File: src/rtl/smcw_pkg.sv
// ----------------------------------------------------------------------------
// smcw_pkg: shared types and constants for the motor command watchdog
// Holds the job record passed from the front end to the back end.
// ----------------------------------------------------------------------------
package smcw_pkg;

  localparam int unsigned FrameDepthDef = 16;
  localparam logic [15:0] TimeoutRst    = 16'd500;
  localparam logic [15:0] CenterRst     = 16'd155;
  localparam logic [7:0]  MinDriveRst   = 8'd100;

  localparam logic [7:0] ChBang  = 8'h21;
  localparam logic [7:0] ChColon = 8'h3A;
  localparam logic [7:0] ChEq    = 8'h3D;
  localparam logic [7:0] ChM     = 8'h4D;
  localparam logic [7:0] ChR     = 8'h52;
  localparam logic [7:0] ChL     = 8'h4C;
  localparam logic [7:0] ChW     = 8'h57;
  localparam logic [7:0] ChD     = 8'h44;
  localparam logic [7:0] ChPlus  = 8'h2B;
  localparam logic [7:0] ChMinus = 8'h2D;
  localparam logic [7:0] ChSpace = 8'h20;
  localparam logic [7:0] ChZero  = 8'h30;
  localparam logic [7:0] ChNine  = 8'h39;

  localparam logic [1:0] DirStop = 2'd0;
  localparam logic [1:0] DirFwd  = 2'd1;
  localparam logic [1:0] DirRev  = 2'd2;

  // Register indexes on the configuration port.
  localparam logic [1:0] RegTimeout  = 2'd0;
  localparam logic [1:0] RegCenter   = 2'd1;
  localparam logic [1:0] RegMinDrive = 2'd2;

  typedef enum logic [2:0] {
    JobByte, JobTick, JobBad, JobMr, JobMl, JobWd
  } job_kind_e;

  typedef struct packed {
    job_kind_e kind;
  } job_t;

  // Tail bytes of the replies.
  function automatic logic [7:0] ok_tail(input logic [1:0] i);
    logic [7:0] c;
    case (i)
      2'd0:    c = 8'h20;
      2'd1:    c = 8'h4F;
      2'd2:    c = 8'h4B;
      default: c = 8'h0A;
    endcase
    return c;
  endfunction

  function automatic logic [7:0] nok_tail(input logic [2:0] i);
    logic [7:0] c;
    case (i)
      3'd0:    c = 8'h20;
      3'd1:    c = 8'h4E;
      3'd2:    c = 8'h4F;
      3'd3:    c = 8'h4B;
      default: c = 8'h0A;
    endcase
    return c;
  endfunction

endpackage

File: src/rtl/smcw_front.sv
// ----------------------------------------------------------------------------
// smcw_front: frame collection and classification
// Stores received bytes and turns each input word into a job for the back end.
// ----------------------------------------------------------------------------
module smcw_front import smcw_pkg::*; #(
  parameter int unsigned FrameDepth = FrameDepthDef
) (
  input  logic       clk_i,
  input  logic       rst_ni,
  input  logic       in_valid_i,
  output logic       in_ready_o,
  input  logic       cmd_i,
  input  logic [7:0] rx_byte_i,
  output logic       job_valid_o,
  input  logic       job_ready_i,
  output job_t       job_o,
  input  logic       busy_i,
  output logic [FrameDepth*8-1:0] frame_o
);
  localparam int unsigned IdxW  = $clog2(FrameDepth + 1);
  localparam int unsigned AddrW = $clog2(FrameDepth);

  logic [7:0]      buf_q [FrameDepth];
  logic [IdxW-1:0] idx_q;
  logic            full;
  job_t            job;
  logic            acc;

  // The buffer must not change while the back end reads it for a frame.
  assign in_ready_o  = job_ready_i && !busy_i;
  assign job_valid_o = in_valid_i && !busy_i;
  assign acc         = in_valid_i && in_ready_o;
  assign full        = (idx_q == IdxW'(FrameDepth));

  // A terminator that lands inside the command header, with fewer than four
  // bytes stored, always makes the frame bad, whatever the buffer holds.
  always_comb begin
    job.kind = JobByte;
    if (cmd_i) begin
      job.kind = JobTick;
    end else if (rx_byte_i == ChBang) begin
      if (idx_q < IdxW'(4)) job.kind = JobBad;
      else if (buf_q[0] != ChColon) job.kind = JobBad;
      else if (buf_q[1] == ChM && buf_q[2] == ChR && buf_q[3] == ChEq) job.kind = JobMr;
      else if (buf_q[1] == ChM && buf_q[2] == ChL && buf_q[3] == ChEq) job.kind = JobMl;
      else if (buf_q[1] == ChW && buf_q[2] == ChD && buf_q[3] == ChEq) job.kind = JobWd;
      else job.kind = JobBad;
    end
  end
  assign job_o = job;

  always_ff @(posedge clk_i or negedge rst_ni) begin
    if (!rst_ni) begin
      idx_q <= '0;
      for (int i = 0; i < FrameDepth; i++) buf_q[i] <= '0;
    end else if (acc && !cmd_i) begin
      if (!full) buf_q[idx_q[AddrW-1:0]] <= rx_byte_i;
      if (rx_byte_i == ChBang) idx_q <= '0;
      else if (!full) idx_q <= idx_q + 1'b1;
    end
  end

  // The terminator is stored this edge unless the buffer is full; the back end
  // reads the buffer from the next cycle on, so it sees a stored one in place.
  for (genvar g = 0; g < FrameDepth; g++) begin : g_out
    assign frame_o[g*8 +: 8] = buf_q[g];
  end
endmodule

File: src/rtl/smcw_queue.sv
// ----------------------------------------------------------------------------
// smcw_queue: two-entry job queue
// Decouples the classifying front end from the executing back end.
// ----------------------------------------------------------------------------
module smcw_queue import smcw_pkg::*; (
  input  logic clk_i,
  input  logic rst_ni,
  input  logic wr_valid_i,
  output logic wr_ready_o,
  input  job_t wr_job_i,
  output logic rd_valid_o,
  input  logic rd_ready_i,
  output job_t rd_job_o,
  output logic empty_o
);
  job_t       mem_q [2];
  logic       wp_q, rp_q;
  logic [1:0] cnt_q;
  logic       wr, rd;

  assign wr_ready_o = (cnt_q != 2'd2);
  assign rd_valid_o = (cnt_q != 2'd0);
  assign empty_o    = (cnt_q == 2'd0);
  assign rd_job_o   = mem_q[rp_q];
  assign wr = wr_valid_i && wr_ready_o;
  assign rd = rd_valid_o && rd_ready_i;

  always_ff @(posedge clk_i or negedge rst_ni) begin
    if (!rst_ni) begin
      wp_q  <= 1'b0;
      rp_q  <= 1'b0;
      cnt_q <= 2'd0;
    end else begin
      if (wr) wp_q <= ~wp_q;
      if (rd) rp_q <= ~rp_q;
      cnt_q <= cnt_q + {1'b0, wr} - {1'b0, rd};
    end
  end

  always_ff @(posedge clk_i) begin
    if (wr) mem_q[wp_q] <= wr_job_i;
  end
endmodule

File: src/rtl/smcw_back.sv
// ----------------------------------------------------------------------------
// smcw_back: command execution and reply generation
// Parses numbers, drives the motors, runs the watchdog and streams replies.
// ----------------------------------------------------------------------------
module smcw_back import smcw_pkg::*; #(
  parameter int unsigned FrameDepth = FrameDepthDef
) (
  input  logic        clk_i,
  input  logic        rst_ni,
  input  logic        job_valid_i,
  output logic        job_ready_o,
  input  job_t        job_i,
  input  logic [FrameDepth*8-1:0] frame_i,
  input  logic [15:0] timeout_i,
  input  logic [15:0] center_i,
  input  logic [7:0]  min_drive_i,
  output logic        busy_o,
  output logic        out_valid_o,
  input  logic        out_ready_i,
  output logic        is_reply_o,
  output logic [7:0]  reply_byte_o,
  output logic [1:0]  right_dir_o,
  output logic [7:0]  right_pwm_o,
  output logic [1:0]  left_dir_o,
  output logic [7:0]  left_pwm_o,
  output logic        link_alive_o,
  output logic        last_o
);
  localparam int unsigned PosW  = $clog2(FrameDepth + 1);
  localparam int unsigned AddrW = $clog2(FrameDepth);

  typedef enum logic [2:0] {
    StIdle, StSkip, StSign, StDigit, StApply, StWatch, StReply, StStatus
  } state_e;

  state_e        st_q;
  job_kind_e     kind_q;
  logic [PosW-1:0] pos_q;
  logic          neg_q;
  logic [31:0]   acc_q;
  logic [31:0]   wd_val_q, wd_seen_q;
  logic          alive_q;
  logic [15:0]   quiet_q;
  logic [1:0]    rdir_q, ldir_q;
  logic [7:0]    rpwm_q, lpwm_q;
  logic [3:0]    rcnt_q;
  logic          ovalid_q, oreply_q, olast_q;
  logic [7:0]    obyte_q;
  logic [1:0]    ordir_q, oldir_q;
  logic [7:0]    orpwm_q, olpwm_q;
  logic          oalive_q;

  logic [7:0]  ch;
  logic        at_end, is_ws, is_dig;
  logic [31:0] num, v, mag;
  logic [8:0]  sum;
  logic [7:0]  pwm_new;
  logic [7:0]  rep_byte;
  logic        out_free;
  logic        emit;

  assign at_end = (pos_q >= PosW'(FrameDepth));
  assign ch     = at_end ? 8'h00 : frame_i[pos_q[AddrW-1:0]*8 +: 8];
  assign is_ws  = (ch == ChSpace) || (ch >= 8'd9 && ch <= 8'd13);
  assign is_dig = (ch >= ChZero) && (ch <= ChNine);
  assign num    = neg_q ? (32'd0 - acc_q) : acc_q;
  assign v      = num - {16'd0, center_i};
  assign mag    = v[31] ? (32'd0 - v) : v;
  assign sum    = {1'b0, mag[7:0]} + {1'b0, min_drive_i};
  assign pwm_new = (|mag[31:8] || sum[8]) ? 8'hFF : sum[7:0];

  // Reply sequence: OK is buffer bytes 1..6 and four tail bytes, NOK is
  // bytes 0..9 and five tail bytes.
  always_comb begin
    if (kind_q == JobBad) begin
      if (rcnt_q < 4'd10) rep_byte = frame_i[rcnt_q*8 +: 8];
      else rep_byte = nok_tail(3'(rcnt_q - 4'd10));
    end else begin
      if (rcnt_q < 4'd6) rep_byte = frame_i[(rcnt_q + 4'd1)*8 +: 8];
      else rep_byte = ok_tail(2'(rcnt_q - 4'd6));
    end
  end

  assign out_free    = !ovalid_q || out_ready_i;
  assign emit        = out_free && (st_q == StReply || st_q == StStatus);
  assign job_ready_o = (st_q == StIdle);
  assign busy_o      = (st_q != StIdle);

  always_ff @(posedge clk_i or negedge rst_ni) begin
    if (!rst_ni) begin
      st_q <= StIdle; kind_q <= JobByte; pos_q <= '0; neg_q <= 1'b0;
      acc_q <= '0; wd_val_q <= '0; wd_seen_q <= '0; alive_q <= 1'b0;
      quiet_q <= '0; rdir_q <= DirStop; ldir_q <= DirStop;
      rpwm_q <= '0; lpwm_q <= '0; rcnt_q <= '0;
      ovalid_q <= 1'b0; oreply_q <= 1'b0; olast_q <= 1'b0; obyte_q <= '0;
      ordir_q <= DirStop; oldir_q <= DirStop; orpwm_q <= '0; olpwm_q <= '0;
      oalive_q <= 1'b0;
    end else begin
      // The output word holds a copy of the motor and link state, so a job
      // that starts while it waits cannot change it.
      if (emit) begin
        ovalid_q <= 1'b1;
        ordir_q  <= rdir_q; orpwm_q <= rpwm_q;
        oldir_q  <= ldir_q; olpwm_q <= lpwm_q;
        oalive_q <= alive_q;
      end else if (out_ready_i) begin
        ovalid_q <= 1'b0;
      end
      case (st_q)
        StIdle: begin
          if (job_valid_i) begin
            kind_q <= job_i.kind;
            pos_q <= PosW'(4); neg_q <= 1'b0; acc_q <= '0; rcnt_q <= '0;
            case (job_i.kind)
              JobMr, JobMl, JobWd: st_q <= StSkip;
              JobTick: begin
                if (quiet_q != 16'hFFFF) quiet_q <= quiet_q + 16'd1;
                st_q <= StWatch;
              end
              default: st_q <= StWatch;
            endcase
          end
        end
        StSkip: begin
          if (!at_end && is_ws) pos_q <= pos_q + 1'b1;
          else st_q <= StSign;
        end
        StSign: begin
          if (!at_end && (ch == ChPlus || ch == ChMinus)) begin
            neg_q <= (ch == ChMinus);
            pos_q <= pos_q + 1'b1;
          end
          st_q <= StDigit;
        end
        StDigit: begin
          if (!at_end && is_dig) begin
            acc_q <= (acc_q << 3) + (acc_q << 1) + {24'd0, ch - ChZero};
            pos_q <= pos_q + 1'b1;
          end else begin
            st_q <= StApply;
          end
        end
        StApply: begin
          if (kind_q == JobWd) begin
            wd_val_q <= num;
          end else if (v == 32'd0) begin
            if (kind_q == JobMr) begin rdir_q <= DirStop; rpwm_q <= '0; end
            else begin ldir_q <= DirStop; lpwm_q <= '0; end
          end else if (alive_q) begin
            if (kind_q == JobMr) begin
              rdir_q <= v[31] ? DirRev : DirFwd; rpwm_q <= pwm_new;
            end else begin
              ldir_q <= v[31] ? DirRev : DirFwd; lpwm_q <= pwm_new;
            end
          end
          st_q <= StWatch;
        end
        StWatch: begin
          if (wd_val_q != wd_seen_q) begin
            wd_seen_q <= wd_val_q; alive_q <= 1'b1; quiet_q <= '0;
          end else if (quiet_q > timeout_i) begin
            alive_q <= 1'b0;
            rdir_q <= DirStop; rpwm_q <= '0; ldir_q <= DirStop; lpwm_q <= '0;
          end
          if (kind_q == JobBad || kind_q == JobMr || kind_q == JobMl) st_q <= StReply;
          else st_q <= StStatus;
        end
        StReply: begin
          if (out_free) begin
            oreply_q <= 1'b1; olast_q <= 1'b0;
            obyte_q <= rep_byte;
            rcnt_q <= rcnt_q + 4'd1;
            if ((kind_q == JobBad && rcnt_q == 4'd14) ||
                (kind_q != JobBad && rcnt_q == 4'd9)) st_q <= StStatus;
          end
        end
        StStatus: begin
          if (out_free) begin
            oreply_q <= 1'b0; olast_q <= 1'b1; obyte_q <= '0;
            st_q <= StIdle;
          end
        end
        default: st_q <= StIdle;
      endcase
    end
  end

  assign out_valid_o  = ovalid_q;
  assign is_reply_o   = oreply_q;
  assign reply_byte_o = obyte_q;
  assign last_o       = olast_q;
  assign right_dir_o  = ordir_q;
  assign right_pwm_o  = orpwm_q;
  assign left_dir_o   = oldir_q;
  assign left_pwm_o   = olpwm_q;
  assign link_alive_o = oalive_q;
endmodule

File: src/rtl/serial_motor_command_watchdog.sv
// ----------------------------------------------------------------------------
// serial_motor_command_watchdog: serial motor commands with a link watchdog
// Collects frames of serial bytes, executes motor and watchdog commands and
// returns reply bytes plus one status word per input word.
// ----------------------------------------------------------------------------
// A plain byte or tick passes the job queue and the Idle, Watch and Status
// states before its status word is registered. A motor or watchdog frame is
// first parsed one buffer byte per cycle; a motor frame then gives replies.
// Reply bytes leave one per cycle while the output is ready; an input word is
// taken only while the back end is idle and the queue is empty, so a frame is
// finished, status word included, before the next input word is taken.
// Reset: asynchronous and active low; the frame buffer is cleared, motors
// stop, the link is dead and the registers return to 500, 155 and 100.
module serial_motor_command_watchdog import smcw_pkg::*; #(
  parameter int unsigned FRAME_DEPTH = FrameDepthDef
) (
  input  logic        clk_i,
  input  logic        rst_ni,
  input  logic        in_valid_i,
  output logic        in_ready_o,
  input  logic        cmd_i,
  input  logic [7:0]  rx_byte_i,
  output logic        out_valid_o,
  input  logic        out_ready_i,
  output logic        is_reply_o,
  output logic [7:0]  reply_byte_o,
  output logic [1:0]  right_dir_o,
  output logic [7:0]  right_pwm_o,
  output logic [1:0]  left_dir_o,
  output logic [7:0]  left_pwm_o,
  output logic        link_alive_o,
  output logic        last_o,
  input  logic        psel,
  input  logic        penable,
  input  logic        pwrite,
  input  logic [3:0]  paddr,
  input  logic [31:0] pwdata,
  output logic [31:0] prdata,
  output logic        pready
);
  logic [15:0] timeout_q, center_q;
  logic [7:0]  min_drive_q;
  logic        fq_valid, fq_ready, qb_valid, qb_ready, q_empty, back_busy;
  job_t        fq_job, qb_job;
  logic [FRAME_DEPTH*8-1:0] frame;
  logic [1:0]  reg_idx;

  // Configuration registers. Byte address 4*i holds register i.
  assign pready  = 1'b1;
  assign reg_idx = paddr[3:2];

  always_ff @(posedge clk_i or negedge rst_ni) begin
    if (!rst_ni) begin
      timeout_q   <= TimeoutRst;
      center_q    <= CenterRst;
      min_drive_q <= MinDriveRst;
    end else if (psel && penable && pwrite) begin
      case (reg_idx)
        RegTimeout:  timeout_q   <= pwdata[15:0];
        RegCenter:   center_q    <= pwdata[15:0];
        RegMinDrive: min_drive_q <= pwdata[7:0];
        default: ;
      endcase
    end
  end

  always_comb begin
    case (reg_idx)
      RegTimeout:  prdata = {16'd0, timeout_q};
      RegCenter:   prdata = {16'd0, center_q};
      RegMinDrive: prdata = {24'd0, min_drive_q};
      default:     prdata = '0;
    endcase
  end

  // The front end holds off new words while any job is queued or running, so
  // the frame buffer stays fixed while the back end reads it.
  smcw_front #(.FrameDepth(FRAME_DEPTH)) u_front (
    .clk_i, .rst_ni, .in_valid_i, .in_ready_o, .cmd_i, .rx_byte_i,
    .job_valid_o(fq_valid), .job_ready_i(fq_ready), .job_o(fq_job),
    .busy_i(back_busy || !q_empty), .frame_o(frame)
  );

  smcw_queue u_queue (
    .clk_i, .rst_ni, .wr_valid_i(fq_valid), .wr_ready_o(fq_ready),
    .wr_job_i(fq_job), .rd_valid_o(qb_valid), .rd_ready_i(qb_ready),
    .rd_job_o(qb_job), .empty_o(q_empty)
  );

  smcw_back #(.FrameDepth(FRAME_DEPTH)) u_back (
    .clk_i, .rst_ni, .job_valid_i(qb_valid), .job_ready_o(qb_ready),
    .job_i(qb_job), .frame_i(frame), .timeout_i(timeout_q),
    .center_i(center_q), .min_drive_i(min_drive_q), .busy_o(back_busy),
    .out_valid_o, .out_ready_i, .is_reply_o, .reply_byte_o, .right_dir_o,
    .right_pwm_o, .left_dir_o, .left_pwm_o, .link_alive_o, .last_o
  );

  // A dead link never shows a running motor.
  a_dead_stopped: assert property (@(posedge clk_i) disable iff (!rst_ni)
    out_valid_o && !link_alive_o |-> right_pwm_o == 8'd0 && left_pwm_o == 8'd0 &&
      right_dir_o == DirStop && left_dir_o == DirStop) else $error("dead link check");
  // Status words carry no reply byte.
  a_status_zero: assert property (@(posedge clk_i) disable iff (!rst_ni)
    out_valid_o && last_o |-> !is_reply_o && reply_byte_o == 8'd0)
    else $error("status word carries a reply byte");
  // No input is taken while a job is in flight.
  a_no_accept_busy: assert property (@(posedge clk_i) disable iff (!rst_ni)
    back_busy |-> !in_ready_o) else $error("input accepted while busy");
endmodule
File: config.mk
export PLATFORM = sky130hd
export DESIGN_NAME = serial_motor_command_watchdog
export DESIGN_NICKNAME = d
export VERILOG_FILES = /design/src/rtl/smcw_pkg.sv /design/src/rtl/smcw_front.sv /design/src/rtl/smcw_queue.sv /design/src/rtl/smcw_back.sv /design/src/rtl/serial_motor_command_watchdog.sv
export SDC_FILE = /design/constraint.sdc
export NUM_CORES = 1
export LEC_CHECK = 0
export ABC_AREA = 1
export BUFFER_PORTS_ARGS = -buffer_cell sky130_fd_sc_hd__clkbuf_2
export CAP_MARGIN = 20
export CORE_UTILIZATION = 45
export DETAILED_ROUTE_END_ITERATION = 16
export PLACE_DENSITY = 0.69
export SETUP_SLACK_MARGIN = 0.4
export SLEW_MARGIN = 20
export SYNTH_ARGS = -nofsm -noshare
export SYNTH_HDL_FRONTEND = slang
export SYNTH_SLANG_ARGS = --single-unit
File: constraint.sdc
create_clock -name clk_i -period 6.1 [get_ports clk_i]
set_input_delay 0 -clock clk_i [delete_from_list [all_inputs] [get_ports clk_i]]
set_output_delay 0 -clock clk_i [all_outputs]
set_load 0.05 [all_outputs]
==> qor.yml <==
worst-slew-pin-transition_ns: 1.07
num_rows: 84
maxCapViolCount: 0
synth_xor_area_frac: 0.0296
clk_pin_slew_worst_paths_ns: 0.06
ys_seq_area_frac: 0.378
end_kind: "register"
comb_power_share: 0.511
area_growth_pct: 13.3
rsz0062_at_grt: "false"
dieHeight_um: 234
fin_util: 0.519
syn_inst: 3372
synthArstFlopShare: 0.984
synthMuxAreaShare: 0.000827
drt_wl_total_mm: 71.6
clkPwrFrac: 0.229
synth_compound_area_frac: 0.169
hpwlAfterDp_mm: 52.0
antenna_found_initial: 0
power_frac_seq: 0.260
hold_viol: 0
finalSetupViolCount: 0
dr.pass1.iters: 8
synth_edf_count: 6
antenna_left: 0
cp_common_cell: "nand2_1"
htree_levels: 2
dr_total_vias: 22741
fin_tns_setup_ns: 0
slew_viol_final: 0
cp_max_fo: 8
synth-seq-cells: 364
final_cell_mix: "nand2_1 (895), o21ai_0 (432), inv_1 (377), dfrtp_1 (336), nor2_1 (252)"
critPathKind: "register to register"
synth_top_area_frac: 0.356
cts_tree: "yes"
p_sw_mw: 5.64
root_buffer: "clkbuf_16"
core_area_mm2: 0.0529
initial_core_util: 0.458
power_per_cell_area_mw_per_mm2: 435
cp_slowest_stage_delay_ns: 0.41
drive_above_1_share: 0.101
whs_ns: 0.0339
fin_crit_ns: 5.34
port_buffers: 82
io_pins: 118
synth_top_family_by_area: "simple AND/OR/NAND/NOR gates"
n_antenna_cell: 0
die_area_mm2: 0.0547
yosys_warnings: 0
status: "complete, no violations"
p_int_mw: 6.31
peakVddDrop_v: 0.000285
synth-main-ff-cell: "dfrtp_1"
min_period_over_period: 0.875
cp-start-kind: "register"
cts-buffers-inserted: 44
grt_pass1_wl_mm: 115
critPathSlowestCell: "dfrtp_1"
fmax_mhz: 187
synth_cell_types: 62
hp-class: "primary input to register"
drt_iter0_markers: 1969
clock_path_buffers: 3
dieWidth_um: 234
leakage_nw: 13.7
avgRoutedWirePerCell_um: 17.1
via_per_inst: 5.45
synth_fa_ha_area_frac: 0.0687
final_common_cell: "nand2_1"
synth_area_leaders: "dfrtp_1 (36%), nand2_1 (14%), o21ai_0 (9.1%)"
grt_pass1_vias: 21239
crit_arrival_ns: 5.80
grt.overflow.total: 0
yosys.area.top_type: "dfrtp_1"
clock-skew-final_ns: 0.0227
max_slew_margin: 0.286
routabilityCongestion: 0.970
grt_max_degree: 139
fin_nets: 3635
post-route-drc-count: 0
swShare: 0.472
yosys.area_share.simple: 0.266
syn_avg_cell_area_um2: 7.18
track_usage: 0.266
syn_area_mm2: 0.0242
crit_required_ns: 6.56
clkLatencyLatePin_ns: 0.58
numClockSinks: 364
[power groups by stage]
stage	logic [mW]	clock network, mW	registers [mW]
floorplan	3.95	0	3.35
global placement	5.74	0	3.13
detailed placement	5.78	0	3.13
CTS	5.82	2.79	3.09
global route	6.79	2.88	3.14
finish	6.11	2.73	3.10
[cell usage after synthesis, types with 29 or more instances]
cell type and number:
o22ai_1 43, a21oi_1 163, nand2_1 904, dfrtp_1 344, nand4_1 50, xor2_1 45, o21ai_0 440, nor3_1 29
inv_1 382, clkbuf_1 90, xnor2_1 33, nor2_1 258, ha_1 120, nand3_1 169
[flip-flops by register name (all words and copies together) (netlist names), 3 cells and up]
signal               flops
timeout_q               16
u_back.lpwm_q            8
u_back.pos_q             5
u_front.idx_q            5
u_back.left_pwm_o        8
u_back.right_pwm_o       8
u_back.wd_val_q         32
u_back.reply_byte_o      8
u_back.wd_seen_q        32
u_queue.mem_q            6
u_back.kind_q            3
u_back.rpwm_q            8
u_back.st_q              3
u_back.quiet_q          16
center_q                16
u_back.acc_q            32
u_front.frame_o        128
u_back.rcnt_q            4
min_drive_q              8
[metrics by stage]
step                setup slack, ns  instances  total power [mW]  instance area, um^2
floorplan                     0.880       3387              7.30                24300
global placement              0.506       4051              8.87                25200
detailed placement            0.365       4051              8.91                25200
CTS                           0.402       4153              11.7                26900
global route                  0.318       4176              12.8                27400
finish                        0.762       4176              11.9                27400
[cell type report]
cell class,instances,area [um^2]
clock inverter,19,210
inverter,397,1500
fill,5125,25400
tap,688,861
sequential,364,9170
clock buffer,60,1290
timing repair buffer,156,1120
multi-input combinational,2492,13300
[per-layer routing]
| metal | vias to the layer above | wire, um | global-route usage |
|---|---|---|---|
| li1 | 11222 | - | - |
| met1 | 10637 | 30800 | 0.350 |
| met2 | 718 | 33800 | 0.436 |
| met3 | 164 | 3770 | 0.0344 |
| met4 | 0 | 3150 | 0.116 |
| met5 | - | 0 | 0 |
[repair_timing]
action,4_1_cts,5_1_grt
endpoints found under the hold margin,154,0
resized for setup,2,77
setup endpoints to repair,16,22
gates cloned,0,0
hold buffers,23,0
buffers inserted,0,23
pin swaps,0,25
[worst max-delay path: cells and delay by family (launching register included)]
family,cells,cell delay [ns]
XOR/XNOR,2,0.44
AO/OA/AOI/OAI,6,0.78
flip-flops,1,0.41
adder cells (fa/ha/maj),3,0.67
AND/OR/NAND/NOR,27,2.65
buffers and inverters,3,0.25
[kinds of logic (layout without fill, tap and decap cells)]
| group | count (synthesis) | after routing |
|---|---|---|
| XOR/XNOR | 80 | 80 |
| multiplexers | 2 | 2 |
| flip-flops | 364 | 364 |
| buffers and inverters | 531 | 632 |
| other | 2 | 17 |
| AND/OR/NAND/NOR | 1513 | 1513 |
| adder cells (fa/ha/maj) | 128 | 128 |
| AO/OA/AOI/OAI | 752 | 752 |
[path summary, 6_finish.rpt]
check	start	endpoint	slack [ns]	cells past startpoint
worst min-delay path	rx_byte_i[2]	u_front.frame_o[18]$_DFFE_PN0P_	0.03	3
worst min register to register	u_back.is_reply_o$_DFFE_PN0P_	u_back.is_reply_o$_DFFE_PN0P_	0.48	2
worst max register to register	u_back.acc_q[1]$_DFFE_PN0P_	u_back.lpwm_q[0]$_DFFE_PN0P_	0.76	41
max in group asynchronous	rst_ni	u_back.rcnt_q[0]$_DFFE_PN0P_	4.71	3
worst max-delay path	u_back.acc_q[1]$_DFFE_PN0P_	u_back.lpwm_q[0]$_DFFE_PN0P_	0.76	41
min in group asynchronous	rst_ni	u_back.quiet_q[1]$_DFFE_PN0P_	0.05	2
Power figures use the tool's default switching activity.
